==> src/hw/rtl/smq_pkg.sv <==
// Shared types and constants for the sliding minimum queue.
// Used by the channel interfaces, the sequencer and the top level.
package smq_pkg;

   localparam int QUEUE_DEPTH_DEFAULT = 64;
   localparam int VALUE_WIDTH_DEFAULT = 32;

   localparam int FIELD_VALUE_W  = 32;
   localparam int FIELD_OFFSET_W = 6;
   localparam int FIELD_COUNT_W  = 7;

   localparam logic OP_ENQUEUE = 1'b0;
   localparam logic OP_DEQUEUE = 1'b1;

   typedef struct packed {
      logic [FIELD_VALUE_W-1:0]  min_value;
      logic [FIELD_OFFSET_W-1:0] min_offset;
      logic [FIELD_COUNT_W-1:0]  candidate_count;
      logic [FIELD_COUNT_W-1:0]  queue_count;
      logic [FIELD_VALUE_W-1:0]  newest_value;
      logic                      is_empty;
      logic                      overflow;
   } status_type;

endpackage

==> src/hw/rtl/smq_req_if.sv <==
// Request channel of the sliding minimum queue: operation and value.
// Depends on smq_pkg for the field widths.
interface smq_req_if;
   import smq_pkg::*;

   logic                     valid;
   logic                     ready;
   logic                     operation;
   logic [FIELD_VALUE_W-1:0] value;

   modport source (output valid, output operation, output value, input ready);
   modport sink (input valid, input operation, input value, output ready);
endinterface

==> src/hw/rtl/smq_rsp_if.sv <==
// Response channel of the sliding minimum queue: one status record per request.
// Depends on smq_pkg for the field widths.
interface smq_rsp_if;
   import smq_pkg::*;

   logic                      valid;
   logic                      ready;
   logic [FIELD_VALUE_W-1:0]  min_value;
   logic [FIELD_OFFSET_W-1:0] min_offset;
   logic [FIELD_COUNT_W-1:0]  candidate_count;
   logic [FIELD_COUNT_W-1:0]  queue_count;
   logic [FIELD_VALUE_W-1:0]  newest_value;
   logic                      is_empty;
   logic                      overflow;

   modport source (output valid, output min_value, output min_offset,
                   output candidate_count, output queue_count, output newest_value,
                   output is_empty, output overflow, input ready);
   modport sink (input valid, input min_value, input min_offset,
                 input candidate_count, input queue_count, input newest_value,
                 input is_empty, input overflow, output ready);
endinterface

==> src/hw/rtl/smq_ring.sv <==
// Ring storage with one write port and one registered read port.
// Holds either the value ring or the candidate ring; no dependencies.
module smq_ring #(
   parameter int DEPTH  = 64,
   parameter int DATA_W = 32,
   parameter int ADDR_W = 6
) (
   input  logic              clock,
   input  logic              wr_en,
   input  logic [ADDR_W-1:0] wr_addr,
   input  logic [DATA_W-1:0] wr_data,
   input  logic              rd_en,
   input  logic [ADDR_W-1:0] rd_addr,
   output logic [DATA_W-1:0] rd_data
);

   logic [DATA_W-1:0] mem [DEPTH];
   logic [DATA_W-1:0] rd_data_ff;

   always_ff @(posedge clock) begin
      if (wr_en) begin
         mem[wr_addr] <= wr_data;
      end
      if (rd_en) begin
         rd_data_ff <= mem[rd_addr];
      end
   end

   assign rd_data = rd_data_ff;

endmodule

==> src/hw/rtl/smq_ctrl.sv <==
// Sequencer of the sliding minimum queue: pointers, candidate scan and status.
// Drives the two smq_ring stores and uses status_type from smq_pkg.
module smq_ctrl #(
   parameter int QUEUE_DEPTH = smq_pkg::QUEUE_DEPTH_DEFAULT,
   parameter int VALUE_WIDTH = smq_pkg::VALUE_WIDTH_DEFAULT,
   parameter int IDX_W       = $clog2(QUEUE_DEPTH)
) (
   input  logic                   clock,
   input  logic                   reset,
   input  logic                   req_valid,
   output logic                   req_ready,
   input  logic                   req_operation,
   input  logic [VALUE_WIDTH-1:0] req_value,
   output logic                   done,
   input  logic                   out_free,
   output smq_pkg::status_type    status,
   output logic                   val_wr_en,
   output logic [IDX_W-1:0]       val_wr_addr,
   output logic [VALUE_WIDTH-1:0] val_wr_data,
   output logic                   val_rd_en,
   output logic [IDX_W-1:0]       val_rd_addr,
   input  logic [VALUE_WIDTH-1:0] val_rd_data,
   output logic                   cand_wr_en,
   output logic [IDX_W-1:0]       cand_wr_addr,
   output logic [IDX_W-1:0]       cand_wr_data,
   output logic                   cand_rd_en,
   output logic [IDX_W-1:0]       cand_rd_addr,
   input  logic [IDX_W-1:0]       cand_rd_data
);
   import smq_pkg::*;

   localparam int CNT_W = $clog2(QUEUE_DEPTH + 1);
   localparam logic [CNT_W:0]   DEPTH_EXT = (CNT_W + 1)'(QUEUE_DEPTH);
   localparam logic [CNT_W-1:0] DEPTH_CNT = CNT_W'(QUEUE_DEPTH);
   localparam logic [CNT_W-1:0] ONE_CNT   = CNT_W'(1);

   typedef enum logic [3:0] {
      ST_IDLE,
      ST_SCAN,
      ST_SCAN_SLOT,
      ST_SCAN_CMP,
      ST_PUSH,
      ST_FRONT,
      ST_FRONT_SLOT,
      ST_FRONT_VAL,
      ST_DONE
   } state_type;

   state_type              state_ff;
   logic [IDX_W-1:0]       vh_ff;
   logic [CNT_W-1:0]       vc_ff;
   logic [IDX_W-1:0]       ch_ff;
   logic [CNT_W-1:0]       cc_ff;
   logic [VALUE_WIDTH-1:0] operand_ff;
   logic [IDX_W-1:0]       slot_ff;
   logic [IDX_W-1:0]       front_ff;
   logic [VALUE_WIDTH-1:0] min_ff;
   logic [VALUE_WIDTH-1:0] newest_ff;
   logic                   overflow_ff;

   logic [IDX_W-1:0] tail_idx;
   logic [IDX_W-1:0] back_idx;
   logic [IDX_W-1:0] push_idx;
   logic [IDX_W-1:0] offset_idx;
   logic             full;
   logic             empty;
   logic             have_min;
   logic             accept;

   function automatic logic [IDX_W-1:0] ring_add(input logic [IDX_W-1:0] base,
                                                 input logic [CNT_W-1:0] off);
      logic [CNT_W:0] sum;
      sum = (CNT_W + 1)'(base) + (CNT_W + 1)'(off);
      if (sum >= DEPTH_EXT) begin
         sum = sum - DEPTH_EXT;
      end
      return sum[IDX_W-1:0];
   endfunction

   assign tail_idx   = ring_add(vh_ff, vc_ff);
   assign back_idx   = ring_add(ch_ff, cc_ff - ONE_CNT);
   assign push_idx   = ring_add(ch_ff, cc_ff);
   assign offset_idx = ring_add(front_ff, DEPTH_CNT - CNT_W'(vh_ff));
   assign full       = (vc_ff == DEPTH_CNT);
   assign empty      = (vc_ff == '0);
   assign have_min   = !empty && (cc_ff != '0);

   assign req_ready = (state_ff == ST_IDLE);
   assign accept    = req_valid && req_ready;
   assign done      = (state_ff == ST_DONE);

   assign val_wr_en    = accept && (req_operation == OP_ENQUEUE) && !full;
   assign val_wr_addr  = tail_idx;
   assign val_wr_data  = req_value;
   assign val_rd_en    = (state_ff == ST_SCAN_SLOT) || (state_ff == ST_FRONT_SLOT);
   assign val_rd_addr  = cand_rd_data;
   assign cand_wr_en   = (state_ff == ST_PUSH);
   assign cand_wr_addr = push_idx;
   assign cand_wr_data = slot_ff;
   assign cand_rd_en   = ((state_ff == ST_SCAN) && (cc_ff != '0)) || (state_ff == ST_FRONT);
   assign cand_rd_addr = (state_ff == ST_FRONT) ? ch_ff : back_idx;

   always_comb begin
      status.min_value       = have_min ? FIELD_VALUE_W'(min_ff) : '0;
      status.min_offset      = have_min ? FIELD_OFFSET_W'(offset_idx) : '0;
      status.candidate_count = FIELD_COUNT_W'(cc_ff);
      status.queue_count     = FIELD_COUNT_W'(vc_ff);
      status.newest_value    = empty ? '0 : FIELD_VALUE_W'(newest_ff);
      status.is_empty        = empty;
      status.overflow        = overflow_ff;
   end

   always_ff @(posedge clock) begin
      if (reset) begin
         state_ff <= ST_IDLE;
         vh_ff    <= '0;
         vc_ff    <= '0;
         ch_ff    <= '0;
         cc_ff    <= '0;
      end else begin
         unique case (state_ff)
            ST_IDLE: begin
               if (accept) begin
                  overflow_ff <= 1'b0;
                  if (req_operation == OP_ENQUEUE) begin
                     if (full) begin
                        overflow_ff <= 1'b1;
                        state_ff    <= ST_DONE;
                     end else begin
                        operand_ff <= req_value;
                        newest_ff  <= req_value;
                        slot_ff    <= tail_idx;
                        vc_ff      <= vc_ff + ONE_CNT;
                        state_ff   <= ST_SCAN;
                     end
                  end else if (empty) begin
                     state_ff <= ST_DONE;
                  end else begin
                     if ((cc_ff != '0) && (front_ff == vh_ff)) begin
                        ch_ff <= ring_add(ch_ff, ONE_CNT);
                        cc_ff <= cc_ff - ONE_CNT;
                     end
                     vh_ff    <= ring_add(vh_ff, ONE_CNT);
                     vc_ff    <= vc_ff - ONE_CNT;
                     state_ff <= ST_FRONT;
                  end
               end
            end
            ST_SCAN: begin
               state_ff <= (cc_ff == '0) ? ST_PUSH : ST_SCAN_SLOT;
            end
            ST_SCAN_SLOT: begin
               state_ff <= ST_SCAN_CMP;
            end
            ST_SCAN_CMP: begin
               if (val_rd_data > operand_ff) begin
                  cc_ff    <= cc_ff - ONE_CNT;
                  state_ff <= ST_SCAN;
               end else begin
                  state_ff <= ST_PUSH;
               end
            end
            ST_PUSH: begin
               cc_ff    <= cc_ff + ONE_CNT;
               state_ff <= ST_FRONT;
            end
            ST_FRONT: begin
               state_ff <= (cc_ff == '0) ? ST_DONE : ST_FRONT_SLOT;
            end
            ST_FRONT_SLOT: begin
               front_ff <= cand_rd_data;
               state_ff <= ST_FRONT_VAL;
            end
            ST_FRONT_VAL: begin
               min_ff   <= val_rd_data;
               state_ff <= ST_DONE;
            end
            ST_DONE: begin
               if (out_free) begin
                  state_ff <= ST_IDLE;
               end
            end
            default: begin
               state_ff <= ST_IDLE;
            end
         endcase
      end
   end

endmodule

==> src/hw/rtl/sliding_min_queue_unit.sv <==
// Top level of the sliding minimum queue: channel ports and response register.
// Depends on smq_pkg, smq_req_if, smq_rsp_if, smq_ring and smq_ctrl.
//
// A FIFO of unsigned values that reports its minimum after every request. Each
// request on req_ch (enqueue or dequeue) gives exactly one status record on rsp_ch.
// The block takes one request at a time; both rings have a single read port, so
// each candidate examined costs a candidate read, a value read and a compare.
// An enqueue compares candidates from the back, dropping each larger value, pushes
// its slot and reads the new front candidate and its value; a dequeue reads the
// front again unless no candidate is left; a dropped enqueue on a full queue or a
// dequeue of an empty queue goes straight to the status. A finished status waits
// in the response register, and the next request is taken while it waits. Ring
// contents need no clearing after reset.
module sliding_min_queue_unit #(
   parameter int QUEUE_DEPTH = smq_pkg::QUEUE_DEPTH_DEFAULT,
   parameter int VALUE_WIDTH = smq_pkg::VALUE_WIDTH_DEFAULT
) (
   input logic       clock,
   input logic       reset,
   smq_req_if.sink   req_ch,
   smq_rsp_if.source rsp_ch
);
   import smq_pkg::*;

   localparam int IDX_W = $clog2(QUEUE_DEPTH);

   logic                   done;
   logic                   out_free;
   status_type             status;
   status_type             rsp_data_ff;
   logic                   rsp_valid_ff;
   logic                   val_wr_en;
   logic [IDX_W-1:0]       val_wr_addr;
   logic [VALUE_WIDTH-1:0] val_wr_data;
   logic                   val_rd_en;
   logic [IDX_W-1:0]       val_rd_addr;
   logic [VALUE_WIDTH-1:0] val_rd_data;
   logic                   cand_wr_en;
   logic [IDX_W-1:0]       cand_wr_addr;
   logic [IDX_W-1:0]       cand_wr_data;
   logic                   cand_rd_en;
   logic [IDX_W-1:0]       cand_rd_addr;
   logic [IDX_W-1:0]       cand_rd_data;

   smq_ctrl #(
      .QUEUE_DEPTH (QUEUE_DEPTH),
      .VALUE_WIDTH (VALUE_WIDTH),
      .IDX_W       (IDX_W)
   ) u_ctrl (
      .clock         (clock),
      .reset         (reset),
      .req_valid     (req_ch.valid),
      .req_ready     (req_ch.ready),
      .req_operation (req_ch.operation),
      .req_value     (VALUE_WIDTH'(req_ch.value)),
      .done          (done),
      .out_free      (out_free),
      .status        (status),
      .val_wr_en     (val_wr_en),
      .val_wr_addr   (val_wr_addr),
      .val_wr_data   (val_wr_data),
      .val_rd_en     (val_rd_en),
      .val_rd_addr   (val_rd_addr),
      .val_rd_data   (val_rd_data),
      .cand_wr_en    (cand_wr_en),
      .cand_wr_addr  (cand_wr_addr),
      .cand_wr_data  (cand_wr_data),
      .cand_rd_en    (cand_rd_en),
      .cand_rd_addr  (cand_rd_addr),
      .cand_rd_data  (cand_rd_data)
   );

   smq_ring #(
      .DEPTH  (QUEUE_DEPTH),
      .DATA_W (VALUE_WIDTH),
      .ADDR_W (IDX_W)
   ) u_value_ring (
      .clock   (clock),
      .wr_en   (val_wr_en),
      .wr_addr (val_wr_addr),
      .wr_data (val_wr_data),
      .rd_en   (val_rd_en),
      .rd_addr (val_rd_addr),
      .rd_data (val_rd_data)
   );

   smq_ring #(
      .DEPTH  (QUEUE_DEPTH),
      .DATA_W (IDX_W),
      .ADDR_W (IDX_W)
   ) u_cand_ring (
      .clock   (clock),
      .wr_en   (cand_wr_en),
      .wr_addr (cand_wr_addr),
      .wr_data (cand_wr_data),
      .rd_en   (cand_rd_en),
      .rd_addr (cand_rd_addr),
      .rd_data (cand_rd_data)
   );

   // The response register is free when empty or when its transfer completes now.
   assign out_free = !rsp_valid_ff || rsp_ch.ready;

   always_ff @(posedge clock) begin
      if (reset) begin
         rsp_valid_ff <= 1'b0;
      end else if (out_free) begin
         rsp_valid_ff <= done;
      end
      if (done && out_free) begin
         rsp_data_ff <= status;
      end
   end

   assign rsp_ch.valid           = rsp_valid_ff;
   assign rsp_ch.min_value       = rsp_data_ff.min_value;
   assign rsp_ch.min_offset      = rsp_data_ff.min_offset;
   assign rsp_ch.candidate_count = rsp_data_ff.candidate_count;
   assign rsp_ch.queue_count     = rsp_data_ff.queue_count;
   assign rsp_ch.newest_value    = rsp_data_ff.newest_value;
   assign rsp_ch.is_empty        = rsp_data_ff.is_empty;
   assign rsp_ch.overflow        = rsp_data_ff.overflow;

endmodule

==> src/flat_wrapper.sv <==
// flat-port wrapper written by rule: the top's interface ports become plain ports
module sliding_min_queue_unit_flat import smq_pkg::*;
#(
   parameter int QUEUE_DEPTH = smq_pkg::QUEUE_DEPTH_DEFAULT,
   parameter int VALUE_WIDTH = smq_pkg::VALUE_WIDTH_DEFAULT
)
  (clock, reset, req_ch_valid, req_ch_operation, req_ch_value, req_ch_ready, rsp_ch_valid, rsp_ch_min_value, rsp_ch_min_offset, rsp_ch_candidate_count, rsp_ch_queue_count, rsp_ch_newest_value, rsp_ch_is_empty, rsp_ch_overflow, rsp_ch_ready);
  smq_req_if req_ch_i ();
  smq_rsp_if rsp_ch_i ();
  input logic clock;
  input logic reset;
  input wire logic [$bits(req_ch_i.valid)-1:0] req_ch_valid;
  input wire logic [$bits(req_ch_i.operation)-1:0] req_ch_operation;
  input wire logic [$bits(req_ch_i.value)-1:0] req_ch_value;
  output wire logic [$bits(req_ch_i.ready)-1:0] req_ch_ready;
  output wire logic [$bits(rsp_ch_i.valid)-1:0] rsp_ch_valid;
  output wire logic [$bits(rsp_ch_i.min_value)-1:0] rsp_ch_min_value;
  output wire logic [$bits(rsp_ch_i.min_offset)-1:0] rsp_ch_min_offset;
  output wire logic [$bits(rsp_ch_i.candidate_count)-1:0] rsp_ch_candidate_count;
  output wire logic [$bits(rsp_ch_i.queue_count)-1:0] rsp_ch_queue_count;
  output wire logic [$bits(rsp_ch_i.newest_value)-1:0] rsp_ch_newest_value;
  output wire logic [$bits(rsp_ch_i.is_empty)-1:0] rsp_ch_is_empty;
  output wire logic [$bits(rsp_ch_i.overflow)-1:0] rsp_ch_overflow;
  input wire logic [$bits(rsp_ch_i.ready)-1:0] rsp_ch_ready;
  assign req_ch_i.valid = req_ch_valid;
  assign req_ch_i.operation = req_ch_operation;
  assign req_ch_i.value = req_ch_value;
  assign req_ch_ready = req_ch_i.ready;
  assign rsp_ch_valid = rsp_ch_i.valid;
  assign rsp_ch_min_value = rsp_ch_i.min_value;
  assign rsp_ch_min_offset = rsp_ch_i.min_offset;
  assign rsp_ch_candidate_count = rsp_ch_i.candidate_count;
  assign rsp_ch_queue_count = rsp_ch_i.queue_count;
  assign rsp_ch_newest_value = rsp_ch_i.newest_value;
  assign rsp_ch_is_empty = rsp_ch_i.is_empty;
  assign rsp_ch_overflow = rsp_ch_i.overflow;
  assign rsp_ch_i.ready = rsp_ch_ready;
  sliding_min_queue_unit #(.QUEUE_DEPTH(QUEUE_DEPTH), .VALUE_WIDTH(VALUE_WIDTH)) u_core (.clock(clock), .reset(reset), .req_ch(req_ch_i), .rsp_ch(rsp_ch_i));
endmodule
==> config.mk <==
export PLATFORM = sky130hd
export DESIGN_NAME = sliding_min_queue_unit_flat
export DESIGN_NICKNAME = d
export VERILOG_FILES = /design/src/hw/rtl/smq_pkg.sv /design/src/hw/rtl/smq_req_if.sv /design/src/hw/rtl/smq_rsp_if.sv /design/src/hw/rtl/smq_ring.sv /design/src/hw/rtl/smq_ctrl.sv /design/src/hw/rtl/sliding_min_queue_unit.sv /design/src/flat_wrapper.sv
export SDC_FILE = /design/constraint.sdc
export NUM_CORES = 2
export LEC_CHECK = 0
export BUFFER_PORTS_ARGS = -buffer_cell sky130_fd_sc_hd__buf_2
export CAP_MARGIN = 20
export CORE_AREA = 4 4 565 567
export CTS_CLUSTER_DIAMETER = 40
export DETAILED_ROUTE_END_ITERATION = 6
export DIE_AREA = 0 0 569 571
export GPL_ROUTABILITY_DRIVEN = 0
export PLACE_DENSITY = 0.46
export SYNTH_ARGS = -nofsm -noshare
export SYNTH_HDL_FRONTEND = slang
export SYNTH_SLANG_ARGS = --single-unit
==> constraint.sdc <==
create_clock -name clock -period 4.5 [get_ports clock]
set_input_delay 0.9 -clock clock [delete_from_list [all_inputs] [get_ports clock]]
set_output_delay 0.9 -clock clock [all_outputs]
set_load 0.005 [all_outputs]
==> impl_metrics.toml <==
[detailed_routing]
vias_per_cell = 5.19
drt_wl_total_um = 289000
vias = 51930
ant_nets = 0
drt_iter0_markers = 5292
remaining_drc_errors = 0
dr.pass1.iters = 5
detail_route.wl_per_cell_um = 28.9

[timing]
worst_slew_pin_slew_ns = 1.10
final.min_clock_period_ns = 4.06
fin_tns_setup_ns = 0
setup_viol = 0
max_freq_ghz = 0.246
drv_slew = 0
fin_worst_skew_ns = 0.0586
fin_ws_ns = 0.439
whs_ns = 0.225
period_share_pct = 90.3
relSlewSlack_pct = 26.8
hold_viol_final = 0
rsz0062_at_grt = "no"

[setup_path]
arrival_ns = 4.70
crit_type = "flip-flop to flip-flop"
cp-start-kind = "flip-flop"
critPathMaxFanout = 49
endpoint_kind = "flip-flop"
cp.required_ns = 5.14

[logic_synthesis]
synth_top_cell_by_area = "edfxtp_1"
ys_seq_area_share_pct = 77.0
syn_area_sq_um = 103000
async_flop_share_pct = 0
ys_types = 64
ys_top_cells_by_area = "edfxtp_1, mux4_2, nand2_1, nor2_1, ha_1"
synth_ff_type = "edfxtp_1"
synth-seq-cells = 2664
synth_most_common_cell = "edfxtp_1"
syn_nets = 5059
synth_top_area_share_pct = 76.4
synth_commonest_cells = "edfxtp_1, mux4_2, nand2_1"
syn-instance-count = 4955
synth_area_per_cell_sq_um = 20.9
yosysWarnings = 0
synth_edf_count = 2633

[placement]
place_area_sq_um = 111000
pre_cts_slack_ns = 0.478
port_buffers = 124
dp_hpwl_um = 171000

[die]
io_pins = 125
die_area_sq_um = 325000
fp.dieW_um = 569
core_area_sq_um = 314000
dieHeight_um = 571
rows = 206
start_util_pct = 32.9

[pwr]
leakage_nw = 40.6
peakVddDrop_mv = 0.446
power_density_nw_per_um2 = 694

[min_path]
hold_path_class = "input port to flip-flop"

[global_route]
grt-ovfl-total = 0
track_usage_pct = 17.6
antenna_found_initial = 42
grt_max_degree = 104
grt_pass1_vias = 53618
grt_pass1_wl_um = 412000

[status]
status = "finished, final reports clean"

[clock_tree]
clk_pin_slew_ns = 0.05
clock_path_buffers = 4
cts_buffers = 414
cts_resized = 0
cts_tree = "done"
cts.sinks = 2664
clock_latency_ns = 0.93
cts_root_buf = "clkbuf_16"
htree_levels = 5
cts_setup_buffers = 0
hold_buffers = 0

[layout]
syn_to_final_growth_pct = 21.6
drive_gt1_share_pct = 30.9
postLayoutCoreUtil_pct = 40.1
fin_nets = 5576
stdcell_area_sq_um = 126000

[job]
maxCapViolations = 0
## per-layer routing
| metal | track usage [%] | up-vias | share of wire, % |
|---|---|---|---|
| li1 | - | 21609 | - |
| met4 | 4.13 | 2 | 2.1 |
| met1 | 25.6 | 28253 | 45 |
| met2 | 27.8 | 1624 | 47 |
| met3 | 2.72 | 442 | 5.5 |
| met5 | 0 | - | 0.0045 |
## through the flow
step | instances | total power [mW]
floorplan | 4955 | 45.2
global placement | 9214 | 55.6
detailed placement | 9215 | 55.6
CTS | 9984 | 88.4
global route | 9988 | 90.9
finish | 9998 | 87.3
## worst paths after layout
kind	startpoint	endpoint	slack (ns)	cells after the start
worst max-delay path	u_core.u_ctrl.cc_ff[1]$_SDFFE_PP0P_	u_core.u_cand_ring.rd_data[0]$_DFFE_PP_	0.44	11
worst min-delay path	req_ch_value[27]	u_core.u_value_ring.mem[50][27]$_DFFE_PP_	0.23	1
worst max register to register	u_core.u_ctrl.cc_ff[1]$_SDFFE_PP0P_	u_core.u_cand_ring.rd_data[0]$_DFFE_PP_	0.44	11
worst min register to register	u_core.u_ctrl.overflow_ff$_SDFFCE_PP0P_	u_core.rsp_ch.overflow$_DFFE_PP_	0.45	0
## placed cells by master, fill, tap and decap left out, types with 25 or more instances in the layout
master,synthesis,layout
ha_1,62,62
inv_1,53,53
a21oi_1,69,69
a21o_1,25,25
nand3_1,139,139
dfxtp_1,31,31
and2_1,39,39
clkinv_4,0,39
clkbuf_16,0,419
buf_2,96,124
xnor2_1,29,29
mux4_2,667,667
nand2_1,410,410
clkinv_1,0,52
bufinv_16,0,58
buf_12,0,83
inv_6,0,40
buf_4,8,148
and3_1,41,40
clkinv_2,0,49
edfxtp_1,2633,2633
a311oi_1,28,28
nor2_1,223,155
clkinvlp_4,0,48
clkbuf_1,129,34
nor2_4,0,66
## power breakdown
part / total (mW) / switching, mW / leakage, nW / internal, mW
sequential: 29.1 / 0.485 / 23.9 / 28.6
clock: 32.6 / 12.0 / 6.88 / 20.6
combinational: 25.7 / 15.3 / 9.77 / 10.3
total: 87.3 / 27.8 / 40.6 / 59.5
## area by class of cell
type	instances	area (sq um)
flip-flops and latches	2664	79700
repair buffers	355	3390
fillers	27865	188000
inverters	53	199
diodes	13	32.5
well taps	4160	5200
clock inverters	315	3750
clock buffers	454	10600
multi-input cells	1984	22900
## worst max-delay path: stages, from the launching register on
cell and delay, ns:
dfxtp_1 0.47, inv_1 0.13, ha_1 0.33, fa_1 0.50, mux2_4 0.52, buf_12 0.28, nand2_1 0.09, nand3_1 0.11
a31o_2 0.33, a2111oi_1 0.72, buf_4 0.23, a31oi_1 0.04
## sequential cells by signal, summed over array words and instances, names as in the netlist, 32 cells and up
signal	cells
u_core.u_ctrl.newest_ff	32
u_core.u_ctrl.min_ff	32
u_core.rsp_ch.newest_value	32
u_core.u_value_ring.mem	2048
u_core.u_value_ring.rd_data	32
u_core.u_cand_ring.mem	384
u_core.rsp_ch.min_value	32
## cells by family after synthesis
group / count (synthesis) / synth area share [%]
AND/OR/NAND/NOR: 932 / 3.95
AO/OA/AOI/OAI: 237 / 1.58
buffers and inverters: 307 / 1.30
XOR/XNOR: 48 / 0.406
multiplexers: 700 / 14.9
flip-flops: 2664 / 77.0
adder cells (fa/ha/maj): 67 / 0.847
Power figures use the tool's default switching activity.
